[src/hdl/frse_pkg.sv]
// ----------------------------------------------------------------------------
// frse_pkg: shared types and constants for the striped extent mapper
// Holds the arithmetic unit request type, status codes and register indexes.
// ----------------------------------------------------------------------------
`default_nettype none

package frse_pkg;

	typedef enum logic {
		OP_DIV,
		OP_MUL
	} alu_op_t;

	typedef struct packed {
		logic    start;
		alu_op_t op;
	} alu_req_t;

	typedef struct packed {
		logic        done;
		logic [63:0] quo;
		logic [31:0] rem;
	} alu_rsp_t;

	localparam logic [1:0] ST_OK         = 2'd0;
	localparam logic [1:0] ST_ZERO_LEN   = 2'd1;
	localparam logic [1:0] ST_BAD_LAYOUT = 2'd2;

	localparam logic [1:0] REG_OBJECT = 2'd0;
	localparam logic [1:0] REG_UNIT   = 2'd1;
	localparam logic [1:0] REG_WIDTH  = 2'd2;

	localparam logic [31:0] OBJECT_RESET = 32'd4194304;
	localparam logic [31:0] UNIT_RESET   = 32'd4194304;
	localparam logic [31:0] WIDTH_RESET  = 32'd1;

endpackage

`default_nettype wire

[src/hdl/file_range_to_striped_extents.sv]
// ----------------------------------------------------------------------------
// file_range_to_striped_extents: file byte range to striped object extents
// Splits a range into one piece per stripe unit under a striped layout.
// ----------------------------------------------------------------------------
//  channel | direction | handshake            | payload
//  cfg     | in        | cfg_we               | cfg_index, cfg_data
//  in      | in        | in_valid / in_ready  | range_start, range_length,
//          |           |                      | file_trunc, buf_base
//  out     | out       | out_valid / out_ready| obj_number .. last
//
//  Setup: 7 divides and 2 multiplies on the shared unit, then 3 divides and
//  2 multiplies to place the first piece. A divide or a multiply holds the
//  sequencer from issue until the unit reports done. Each further piece then
//  passes through PREP and FORM once the previous piece is taken; a piece
//  that wraps the 64-bit offset redoes the placement first.
//  Error results are valid in the cycle after acceptance.
//  in_ready is high only when idle. Reset clears control state and loads the
//  configuration reset values.
// ----------------------------------------------------------------------------
`default_nettype none

module file_range_to_striped_extents
	import frse_pkg::*;
#(
	parameter int MAX_PIECES = 64
)
(
	input  wire logic        clk,
	input  wire logic        arst_n,
	input  wire logic        cfg_we,
	input  wire logic [1:0]  cfg_index,
	input  wire logic [31:0] cfg_data,
	input  wire logic        in_valid,
	output logic             in_ready,
	input  wire logic [63:0] range_start,
	input  wire logic [63:0] range_length,
	input  wire logic [63:0] file_trunc,
	input  wire logic [63:0] buf_base,
	output logic             out_valid,
	input  wire logic        out_ready,
	output logic [63:0]      obj_number,
	output logic [31:0]      obj_offset,
	output logic [31:0]      piece_length,
	output logic [63:0]      buf_offset,
	output logic [63:0]      obj_trunc,
	output logic [1:0]       status,
	output logic             range_cut,
	output logic             last
);

	localparam int CW = $clog2(MAX_PIECES + 1);
	localparam logic [CW-1:0] CNT_LAST = CW'(MAX_PIECES - 1);

	typedef enum logic [2:0] {
		IDLE, ISSUE, WAIT, PREP, FORM, OUT
	} state_t;

	typedef enum logic [3:0] {
		S_SPOM, S_SPOT, S_TOS, S_TSET, S_TBLK, S_TSTR, S_TSR, S_TOBJ, S_TLO,
		S_BLK, S_STR, S_Q, S_OBJB, S_OOFB
	} step_t;

	state_t state_q;
	step_t  step_q;

	logic [31:0] os_q, su_q, sc_q;
	logic [31:0] sum_q, spom_q, spot_q;
	logic [63:0] cur_q, left_q, trunc_q, boff_q;
	logic [63:0] tmp_q, tset_q, tobj_q, tlo_q, q_q, objb_q;
	logic [31:0] trem_q, tpos_q, tsr_q, inunit_q, pos_q, sr_q, ooffb_q;
	logic [CW-1:0] cnt_q;
	logic [63:0] objno_q, rest_q;
	logic [31:0] plen_q, ooff_q;

	logic [63:0] objno_r, ooff_r, ptrunc_r, boff_r;
	logic [31:0] plen_r, ooff32_r;
	logic [1:0]  status_r;
	logic        cut_r, last_r, valid_q;

	alu_req_t    req;
	alu_rsp_t    rsp;
	logic [63:0] alu_a;
	logic [31:0] alu_b;

	logic        bad_cfg;
	logic [31:0] room;
	logic [31:0] plen_n;
	logic        fin;
	logic [63:0] trunc_n;
	logic [64:0] cur_sum;

	frse_alu u_alu (
		.clk    (clk),
		.arst_n (arst_n),
		.req    (req),
		.a      (alu_a),
		.b      (alu_b),
		.rsp    (rsp)
	);

	always_comb begin
		req.start = (state_q == ISSUE);
		req.op    = OP_DIV;
		alu_a     = cur_q;
		alu_b     = sum_q;
		case (step_q)
			S_SPOM: begin alu_a = {32'd0, os_q}; alu_b = sum_q; end
			S_SPOT: begin alu_a = {32'd0, os_q}; alu_b = su_q; end
			S_TOS:  begin alu_a = trunc_q; alu_b = os_q; end
			S_TSET: begin alu_a = tmp_q; alu_b = sc_q; end
			S_TBLK: begin alu_a = trunc_q; alu_b = su_q; end
			S_TSTR: begin alu_a = tmp_q; alu_b = sc_q; end
			S_TSR:  begin alu_a = tmp_q; alu_b = spot_q; end
			S_TOBJ: begin req.op = OP_MUL; alu_a = tset_q; alu_b = sc_q; end
			S_TLO:  begin req.op = OP_MUL; alu_a = {32'd0, tsr_q}; alu_b = su_q; end
			S_BLK:  begin alu_a = cur_q; alu_b = sum_q; end
			S_STR:  begin alu_a = tmp_q; alu_b = sc_q; end
			S_Q:    begin alu_a = tmp_q; alu_b = spom_q; end
			S_OBJB: begin req.op = OP_MUL; alu_a = q_q; alu_b = sc_q; end
			S_OOFB: begin req.op = OP_MUL; alu_a = {32'd0, sr_q}; alu_b = sum_q; end
			default: begin alu_a = cur_q; alu_b = sum_q; end
		endcase
	end

	always_comb begin
		bad_cfg = (os_q == 32'd0) || (su_q == 32'd0) || (sc_q == 32'd0) || (su_q > os_q);
		room    = sum_q - inunit_q;
		plen_n  = (left_q > {32'd0, room}) ? room : left_q[31:0];
		fin     = (rest_q == 64'd0) || (cnt_q == CNT_LAST);
		if (trunc_q == 64'd0 || trunc_q == '1) begin
			trunc_n = trunc_q;
		end else if (q_q > tset_q) begin
			trunc_n = 64'd0;
		end else if (q_q < tset_q) begin
			trunc_n = {32'd0, os_q};
		end else if (objno_q < tobj_q) begin
			trunc_n = tlo_q + {32'd0, su_q};
		end else if (objno_q > tobj_q) begin
			trunc_n = tlo_q;
		end else begin
			trunc_n = tlo_q + {32'd0, trem_q};
		end
		cur_sum = {1'b0, cur_q} + {33'd0, plen_q};
	end

	always_ff @(posedge clk or negedge arst_n) begin
		if (!arst_n) begin
			state_q <= IDLE;
			step_q  <= S_SPOM;
			valid_q <= 1'b0;
			os_q    <= OBJECT_RESET;
			su_q    <= UNIT_RESET;
			sc_q    <= WIDTH_RESET;
			cnt_q   <= '0;
		end else begin
			if (cfg_we) begin
				case (cfg_index)
					REG_OBJECT: os_q <= cfg_data;
					REG_UNIT:   su_q <= cfg_data;
					REG_WIDTH:  sc_q <= cfg_data;
					default:    os_q <= os_q;
				endcase
			end
			case (state_q)
				IDLE: begin
					if (in_valid) begin
						cur_q   <= range_start;
						left_q  <= range_length;
						trunc_q <= file_trunc;
						boff_q  <= buf_base;
						cnt_q   <= '0;
						sum_q   <= (sc_q == 32'd1) ? os_q : su_q;
						objno_r <= '0;
						ooff32_r <= '0;
						plen_r  <= '0;
						boff_r  <= '0;
						ptrunc_r <= '0;
						cut_r   <= 1'b0;
						last_r  <= 1'b1;
						if (range_length == 64'd0) begin
							status_r <= ST_ZERO_LEN;
							valid_q  <= 1'b1;
							state_q  <= OUT;
						end else if (bad_cfg) begin
							status_r <= ST_BAD_LAYOUT;
							valid_q  <= 1'b1;
							state_q  <= OUT;
						end else begin
							status_r <= ST_OK;
							step_q   <= S_SPOM;
							state_q  <= ISSUE;
						end
					end
				end
				ISSUE: begin
					state_q <= WAIT;
				end
				WAIT: begin
					if (rsp.done) begin
						state_q <= ISSUE;
						case (step_q)
							S_SPOM: begin spom_q <= rsp.quo[31:0]; step_q <= S_SPOT; end
							S_SPOT: begin spot_q <= rsp.quo[31:0]; step_q <= S_TOS; end
							S_TOS:  begin tmp_q <= rsp.quo; step_q <= S_TSET; end
							S_TSET: begin tset_q <= rsp.quo; step_q <= S_TBLK; end
							S_TBLK: begin
								tmp_q  <= rsp.quo;
								trem_q <= rsp.rem;
								step_q <= S_TSTR;
							end
							S_TSTR: begin
								tmp_q  <= rsp.quo;
								tpos_q <= rsp.rem;
								step_q <= S_TSR;
							end
							S_TSR:  begin tsr_q <= rsp.rem; step_q <= S_TOBJ; end
							S_TOBJ: begin
								tobj_q <= rsp.quo + {32'd0, tpos_q};
								step_q <= S_TLO;
							end
							S_TLO:  begin tlo_q <= rsp.quo; step_q <= S_BLK; end
							S_BLK: begin
								tmp_q    <= rsp.quo;
								inunit_q <= rsp.rem;
								step_q   <= S_STR;
							end
							S_STR: begin
								tmp_q  <= rsp.quo;
								pos_q  <= rsp.rem;
								step_q <= S_Q;
							end
							S_Q: begin
								q_q    <= rsp.quo;
								sr_q   <= rsp.rem;
								step_q <= S_OBJB;
							end
							S_OBJB: begin objb_q <= rsp.quo; step_q <= S_OOFB; end
							S_OOFB: begin
								ooffb_q <= rsp.quo[31:0];
								state_q <= PREP;
							end
							default: state_q <= IDLE;
						endcase
					end
				end
				PREP: begin
					objno_q <= objb_q + {32'd0, pos_q};
					plen_q  <= plen_n;
					ooff_q  <= ooffb_q + inunit_q;
					rest_q  <= left_q - {32'd0, plen_n};
					state_q <= FORM;
				end
				FORM: begin
					objno_r  <= objno_q;
					ooff32_r <= ooff_q;
					plen_r   <= plen_q;
					boff_r   <= boff_q;
					ptrunc_r <= trunc_n;
					status_r <= ST_OK;
					last_r   <= fin;
					cut_r    <= fin && (rest_q != 64'd0);
					valid_q  <= 1'b1;
					state_q  <= OUT;
				end
				OUT: begin
					if (out_ready) begin
						valid_q <= 1'b0;
						if (last_r) begin
							state_q <= IDLE;
						end else begin
							left_q   <= rest_q;
							cur_q    <= cur_sum[63:0];
							boff_q   <= boff_q + {32'd0, plen_q};
							cnt_q    <= cnt_q + CW'(1);
							inunit_q <= '0;
							if (cur_sum[64]) begin
								// offset wrapped: place the next piece from scratch
								step_q  <= S_BLK;
								state_q <= ISSUE;
							end else begin
								state_q <= PREP;
								if (pos_q + 32'd1 == sc_q) begin
									pos_q <= '0;
									if (sr_q + 32'd1 == spom_q) begin
										sr_q    <= '0;
										ooffb_q <= '0;
										q_q     <= q_q + 64'd1;
										objb_q  <= objb_q + {32'd0, sc_q};
									end else begin
										sr_q    <= sr_q + 32'd1;
										ooffb_q <= ooffb_q + sum_q;
									end
								end else begin
									pos_q <= pos_q + 32'd1;
								end
							end
						end
					end
				end
				default: state_q <= IDLE;
			endcase
		end
	end

	assign ooff_r       = {32'd0, ooff32_r};
	assign in_ready     = (state_q == IDLE);
	assign out_valid    = valid_q;
	assign obj_number   = objno_r;
	assign obj_offset   = ooff_r[31:0];
	assign piece_length = plen_r;
	assign buf_offset   = boff_r;
	assign obj_trunc    = ptrunc_r;
	assign status       = status_r;
	assign range_cut    = cut_r;
	assign last         = last_r;

endmodule

`default_nettype wire

[src/hdl/frse_alu.sv]
// ----------------------------------------------------------------------------
// frse_alu: shared iterative divide / multiply unit
// 64/32 restoring divide, one quotient bit a cycle, and a 64x32 shift-add
// multiply modulo 2^64, one partial product a cycle.
// ----------------------------------------------------------------------------
`default_nettype none

module frse_alu
	import frse_pkg::*;
(
	input  wire logic        clk,
	input  wire logic        arst_n,
	input  wire alu_req_t    req,
	input  wire logic [63:0] a,
	input  wire logic [31:0] b,
	output alu_rsp_t         rsp
);

	logic        busy_q;
	logic        done_q;
	alu_op_t     op_q;
	logic [6:0]  cnt_q;
	logic [63:0] acc_q;
	logic [31:0] rem_q;
	logic [63:0] mcand_q;
	logic [31:0] b_q;

	logic [32:0] trial;
	logic [32:0] diff;
	logic        fits;

	always_comb begin
		trial = {rem_q, acc_q[63]};
		diff  = trial - {1'b0, b_q};
		fits  = (trial >= {1'b0, b_q});
	end

	always_ff @(posedge clk or negedge arst_n) begin
		if (!arst_n) begin
			busy_q <= 1'b0;
			done_q <= 1'b0;
			op_q   <= OP_DIV;
			cnt_q  <= '0;
		end else begin
			done_q <= 1'b0;
			if (req.start) begin
				busy_q <= 1'b1;
				op_q   <= req.op;
				b_q    <= b;
				if (req.op == OP_DIV) begin
					acc_q <= a;
					rem_q <= '0;
					cnt_q <= 7'd64;
				end else begin
					acc_q   <= '0;
					mcand_q <= a;
					cnt_q   <= 7'd32;
				end
			end else if (busy_q) begin
				case (op_q)
					OP_DIV: begin
						rem_q <= fits ? diff[31:0] : trial[31:0];
						acc_q <= {acc_q[62:0], fits};
					end
					OP_MUL: begin
						if (b_q[0]) begin
							acc_q <= acc_q + mcand_q;
						end
						mcand_q <= {mcand_q[62:0], 1'b0};
						b_q     <= {1'b0, b_q[31:1]};
					end
					default: begin
						acc_q <= acc_q;
					end
				endcase
				cnt_q <= cnt_q - 7'd1;
				if (cnt_q == 7'd1) begin
					busy_q <= 1'b0;
					done_q <= 1'b1;
				end
			end
		end
	end

	assign rsp.done = done_q;
	assign rsp.quo  = acc_q;
	assign rsp.rem  = rem_q;

endmodule

`default_nettype wire

[config.mk]
export PLATFORM = sky130hd
export DESIGN_NAME = file_range_to_striped_extents
export DESIGN_NICKNAME = d
export VERILOG_FILES = /design/src/hdl/frse_pkg.sv /design/src/hdl/file_range_to_striped_extents.sv /design/src/hdl/frse_alu.sv
export SDC_FILE = /design/constraint.sdc
export NUM_CORES = 2
export LEC_CHECK = 0
export ABC_AREA = 1
export BUFFER_PORTS_ARGS = -buffer_cell sky130_fd_sc_hd__buf_2
export CORE_MARGIN = 10
export CORE_UTILIZATION = 50
export DETAILED_ROUTE_END_ITERATION = 8
export HOLD_SLACK_MARGIN = 0.05
export PLACE_DENSITY = 0.67
export SYNTH_ARGS = -nofsm -noshare
export SYNTH_HDL_FRONTEND = slang
export SYNTH_SLANG_ARGS = --single-unit
[constraint.sdc]
create_clock -name clk -period 32.3 [get_ports clk]
set_clock_uncertainty 0.1 [all_clocks]
set_input_delay 3.23 -clock clk [delete_from_list [all_inputs] [get_ports clk]]
set_output_delay 3.23 -clock clk [all_outputs]
set_load 0.02 [all_outputs]
# --- After elaboration in Yosys (flattened, before gate mapping) ---
# Index checks and enable logic that the tools add are counted.
# Widths: inputs -> output; s select.
totals:
  regBits: 1725
  latch_bits: 0
  ram_bits: 0
  rom_bits: 0
  in_bits: 295
  out_inout_bits: 262
  word_cells: 315
  n_memories: 0
op_classes:
  addsub: 18
  multipliers: 0
  div: 0
  n_lt_le_gt_ge: 7
  eq_ne: 47
  n_shift: 0
  n_mux: 134
  n_bitwise: 1
  n_reduce_logical: 61
ops:
  columns: ["op", "count"]
  rows:
  - ["$mux 64", 37]
  - ["$pmux 64 s2", 9]
  - ["$mux 32", 35]
  - ["$pmux 64 s7", 1]
  - ["$add 64x32->64", 6]
  - ["$pmux 32 s2", 6]
  - ["$logic_not 64->1", 3]
  - ["$pmux 32 s5", 1]
  - ["$gt 64x64->1", 2]
  - ["$lt 64x64->1", 2]
  - ["$logic_not 32->1", 3]
  - ["$add 64x32->65", 1]
  - ["$add 32x1->32 const B", 2]
  - ["$add 32x32->32", 2]
  - ["$add 64x1->64 const B", 1]
  - ["$add 64x64->64", 1]
  - ["$eq 32x32->1", 2]
  - ["$eq 64x64->1 const B", 1]
  - ["$gt 64x32->1", 1]
  - ["$reduce_bool 64->1", 1]
  - ["$sub 32x32->32", 2]
  - ["$sub 64x32->64", 1]
  - ["$pmux 4 s13", 1]
  - ["$reduce_and 4->1", 13]
  - ["other kinds (52)", 134]

# --- Logic depth before layout (Yosys ltp) ---
depth:
  ltp_word: 8
  ltp_mapped: 54
  depth_no_buf: 51

# --- Modules after synthesis ---
# Synthesis repeated with hierarchy kept, for this count alone.
hier_totals:
  hier_cells: 12649
  area_unflattened_um2: 108378.9
modules_own_cells:
  columns: ["module", "n_inst", "cells_each", "area_per_inst_um2"]
  rows:
  - ["file_range_to_striped_extents", 1, 9963, 90957.2]
  - ["frse_alu", 1, 2686, 17421.7]

# --- Worst setup path after synthesis ---
# Ideal clock, no wire load.
synth_path:
  path_type: "input -> register"
  from: "in in_valid"
  to: "reg boff_r[0] (netlist: buf_offset[0]), enable pin"
  setup_time_ps: 969
  arrival_time_ps: 16426
  t_required_ps: 31231
  path_slack_ps: 14805
  path_stages: 6
  path_buffers: 0
  cell_sequence: "nor3_1 nor2_1 o21ai_0 nor2_1 inv_1 a21oi_1"
synth_via:
  elab_chain_cells: 2
synth_lines:
  columns: ["item", "line_no", "rtl"]
  rows:
  - ["from (decl)", "file_range_to_striped_extents.sv:33", "input wire logic in_valid,"]
  - ["$ne 2x2->1 (no source line)", null, null]
  - ["$reduce_and 3->1 (no source line)", null, null]
  - ["to (signal assigned)", "file_range_to_striped_extents.sv:257", "boff_r <= boff_q;"]
  - ["to (decl)", "file_range_to_striped_extents.sv:75", "logic [63:0] objno_r, ooff_r, ptrunc_r, boff_r;"]
# No other way between the ends.
# A chain may end at the register's enable or synchronous reset.

# --- Worst setup path after layout ---
layout_path:
  from: "reg sum_q[0]"
  to: "reg rest_q[41], data pin"
layout_via:
  elab_chain_cells: 4
layout_lines:
  columns: ["item", "line_no", "rtl"]
  rows:
  - ["from (decl)", "file_range_to_striped_extents.sv:67", "logic [31:0] sum_q, spom_q, spot_q;"]
  - ["from (signal assigned)", "file_range_to_striped_extents.sv:172", "sum_q <= (sc_q == 32'd1) ? os_q : su_q;"]
  - ["$sub 32x32->32 (*)", "file_range_to_striped_extents.sv:127", "room = sum_q - inunit_q;"]
  - ["$gt 64x32->1", "file_range_to_striped_extents.sv:128", "plen_n = (left_q > {32'd0, room}) ? room : left_q[31:0];"]
  - ["$mux 32 (*)", "file_range_to_striped_extents.sv:128", null]
  - ["$sub 64x32->64 (*)", "file_range_to_striped_extents.sv:250", "rest_q <= left_q - {32'd0, plen_n};"]
  - ["to (signal assigned)", "file_range_to_striped_extents.sv:250", null]
  - ["to (decl)", "file_range_to_striped_extents.sv:72", "logic [63:0] objno_q, rest_q;"]
# Every way passes the cells marked *; elsewhere a longest branch is shown, timed or not.

==> Flow_metrics.wiki <==
{| class="wikitable"
! Metric !! Value
|-
| Post-CTS setup-driven buffer insertion count || 0
|-
| Worst Hold Endpoint || os_q[30]
|-
| DRT Wirelength || 461000 µm
|-
| Share of synthesized area occupied by flip-flops and latches || around half
|-
| Gate count of the mapped netlist || between 10000 and 15000
|-
| Count of cells along the worst hold path || 2
|-
| Worst skew pair latency || 0.90 ns
|-
| Layout area overhead || 12.8%
|-
| Overflow after GRT || 0
|-
| Estimated wirelength of the detail-placed design || between 300000 and 400000 µm
|-
| Synth unique cells || between 70 and 80
|-
| Violated checks || max-capacitance violations, max-slew violations
|-
| Logic depth of the worst register-to-register path || 44
|-
| Post-DRT Antenna Nets || 0
|-
| Count of warnings emitted by yosys || 0
|-
| Arrival time at the worst endpoint || slightly below 10 ns
|-
| Initial Utilization || between 50% and 60%
|-
| Post-synthesis instance area || between 100000 and 150000 µm²
|-
| Drt first-iter violations || between 10000 and 15000
|-
| Startpoint type of the worst setup path || flop
|-
| All-Layer GR Usage || between 30% and 40%
|-
| Endpoints failing hold || 0
|-
| TritonCTS Buffers || 191
|-
| I/O pin total || between 500 and 600
|-
| Most used cells in the layout excluding fill and tap cells || nand2_1 (2553), edfxtp_1 (1604), inv_1 (1561), nor2_1 (859), o21ai_0 (820)
|-
| Worst setup slack after layout || approximately 23 ns
|-
| Worst-case setup slack after placement || approximately 23 ns
|-
| Via count of the first global-routing pass || a little under 90000
|-
| CP max FO || 20
|-
| Total power draw || around 11 mW
|-
| Startpoint of the most critical register-to-register path || sum_q[0]
|-
| Static Leakage || roughly 50 nW
|-
| Share of power burned in combinational logic || a little under half
|-
| Avg Vias per Cell || slightly above 6
|-
| Maximum Capacitance Violations || 2
|-
| Count of flip-flops with a built-in enable after synthesis || 1604
|-
| Die Area || 228000 µm²
|-
| Nature of the critical path endpoint || flop
|-
| Internal Power || ~5.9 mW
|-
| Final max-slew violation count || 5
|-
| Portion of synthesized cell area occupied by the leading cell type || 46.0%
|-
| Antenna violations before repair || 85
|-
| CP Data Required Time || roughly 33 ns
|-
| Cell at the slowest stage of the critical path || nand3_1
|-
| Clock network fraction of total power || around a fifth
|-
| Total of hold buffers inserted after clock tree synthesis || 0
|-
| HP Class || flop to flop
|-
| Post-route setup TNS || 0 ns
|-
| Proportion of synthesized flip-flops having asynchronous set or reset || under 10%
|-
| Total clock sinks || 1725
|-
| Share of the clock period used by the worst path after layout || about 29%
|-
| Fraction of final layout cells with drive strength greater than 1 || about a tenth
|-
| Count of buffers from port buffering || 556
|-
| Net switching power || around 5.2 mW
|-
| Peak ir drop on the vdd network || 0.0000815 V
|-
| DRC violation count after routing || 0
|-
| CTS tree || yes
|-
| FF+latch count, synth || between 1500 and 2000
|-
| Critical Path Most Common Cell || nand2_1
|-
| Largest net degree at the start of global routing || 180
|-
| Cell type contributing the most total cell area after synthesis || edfxtp_1
|-
| Achievable Freq || 108 MHz
|-
| Synthesized net count || 12600
|-
| Post-CTS Resized || 0
|-
| Unrepaired setup endpoints after global routing || false
|-
| Most frequent standard cell in the layout excluding fill and tap cells || nand2_1
|-
| Drt pass-1 iters || 9
|-
| Die Y || approximately 480 µm
|-
| CTS H-tree lvls || 4
|-
| Maximum cell stage delay along the critical path || 0.55 ns
|-
| Worst reg2reg path endpoint || rest_q[41]
|-
| Final Critical Period || around 9.3 ns
|-
| Post-synthesis area per instance || between 8 and 9 µm²
|-
| Setup Crit Path Kind || flop to flop
|-
| R2r setup slk || approximately 23 ns
|-
| Clock buffer depth || 3
|-
| Beginning of the worst hold path || os_q[30]
|-
| Run status || finished, violations left
|-
| Rel. slew slack || -6.72%
|-
| Final layout net count || 13300
|-
| WL per Instance || 30.0 µm
|-
| Clock transition at the registers of the reported paths || 0.06 ns
|-
| Setup violation total in the final timing report || 0
|-
| Total number of vias || between 90000 and 100k
|-
| Global-route wire length before repair || 642000 µm
|-
| Actual transition at the worst max-transition pin || approximately 1.6 ns
|-
| Standard-cell rows || ~170
|-
| Power per cell area || ~95 nW/µm²
|-
| Core ar. || 208000 µm²
|-
| CTS root buf || clkbuf_16
|-
| Die X || approximately 480 µm
|-
| Primary flip-flop cell chosen by synthesis mapping || edfxtp_1
|-
| Gpl congestion || approximately 1.1
|-
| Fraction of power consumed by sequential logic || about 33%
|-
| Switching share of power || about 47%
|-
| Cells taking the most area after synthesis || edfxtp_1 (46%), nand2_1 (9.2%), ha_1 (7.5%)
|}
[power by group through the flow]
| stage | Combinational, mW | Sequential (mW) | Clock (mW) |
|---|---|---|---|
| after CTS | 4.97 | 3.68 | 2.29 |
| after detailed placement | 4.94 | 3.72 | 0 |
| after global routing | 5.45 | 3.72 | 2.37 |
| after floorplan | 2.73 | 3.74 | 0 |
| after global placement | 4.89 | 3.71 | 0 |
| final | 5.15 | 3.71 | 2.28 |
[metrics by stage]
step	cells	instance area (µm²)	hold slack, ns	util, %
final	15300	118000	0.423	56.8
after global routing	15300	118000	0.443	56.8
after CTS	15300	118000	0.414	56.8
after detailed placement	14900	111000	0.399	53.7
after global placement	14900	111000	0.392	53.7
after floorplan	11700	105000	0.375	-
[per-layer routing]
| metal | GRT usage [%] | wire (µm) | up-vias |
|---|---|---|---|
| met1 | 52.2 | 178000 | 45300 |
| li1 | - | - | 41700 |
| met3 | 13.4 | 66200 | 1010 |
| met5 | 0 | 175 | - |
| met2 | 54.6 | 187000 | 6497 |
| met4 | 20.8 | 29000 | 22 |
[Yosys cell counts (23+ instances only)]
master and count:
a221oi_1 85, a31oi_1 60, dfrtp_1 118, a211oi_1 23
nor2_2 25, o21bai_1 37, o22ai_1 76, xnor2_1 230
edfxtp_1 1604, o21ai_0 821, o211ai_1 57, inv_1 1565
a21boi_0 26, a21boi_1 23, ha_1 623, nand2_2 38
nand2_1 2554, o2111ai_1 56, xor2_1 413, a21oi_1 783
or2_2 30, nor4_1 148, a22oi_1 80, nor2_1 879
nand4_1 175, clkbuf_1 263, o221ai_1 35, nor3_1 199
nand3_1 330, o21ai_1 62, o21a_1 38
[critical path, delay by kind of cell, from the launching register on]
| kind | cells | cell delay, ns |
|---|---|---|
| simple gates | 22 | 3.52 |
| compound gates | 14 | 3.23 |
| fa+ha+maj | 4 | 1.18 |
| flops | 1 | 0.40 |
| buf+inv | 3 | 0.34 |
| xor+xnor | 1 | 0.21 |
[worst max path at each step]
stage,start,endpoint,cells after the start
final,sum_q[0],rest_q[41],44
after global placement,sum_q[0],rest_q[33],44
after detailed placement,sum_q[0],rest_q[33],44
after global routing,sum_q[0],rest_q[41],44
after CTS,sum_q[0],rest_q[33],44
after floorplan,in_valid,buf_offset[0],6
[layout make-up]
class / instances / area (µm²)
Clock inverter: 120 / 1370
Timing Repair Buffer: 742 / 4220
Antenna cell: 36 / 90.1
Clock buffer: 241 / 5060
Tap cell: 2788 / 3490
Multi-Input combinational cell: 8109 / 46600
Inverter: 1582 / 5960
Fill cell: 18700 / 89700
Sequential cell: 1725 / 51200
[kinds of logic after synthesis]
kind of cell / share of synthesized area [%]
compound gates: 13.1
flops: 48.9
buf+inv: 6.75
xor+xnor: 5.38
simple gates: 18.1
fa+ha+maj: 7.70
[flip-flops by register name, indices dropped and copies added, names as in the netlist, 64 cells and up]
register / count
boff_q: 64
buf_offset: 64
cur_q: 64
left_q: 64
obj_number: 64
obj_trunc: 64
objb_q: 64
objno_q: 64
q_q: 64
rest_q: 64
tlo_q: 64
tmp_q: 64
tobj_q: 64
trunc_q: 64
tset_q: 64
u_alu.acc_q: 64
u_alu.mcand_q: 64
(Power assumes the default switching activity.)
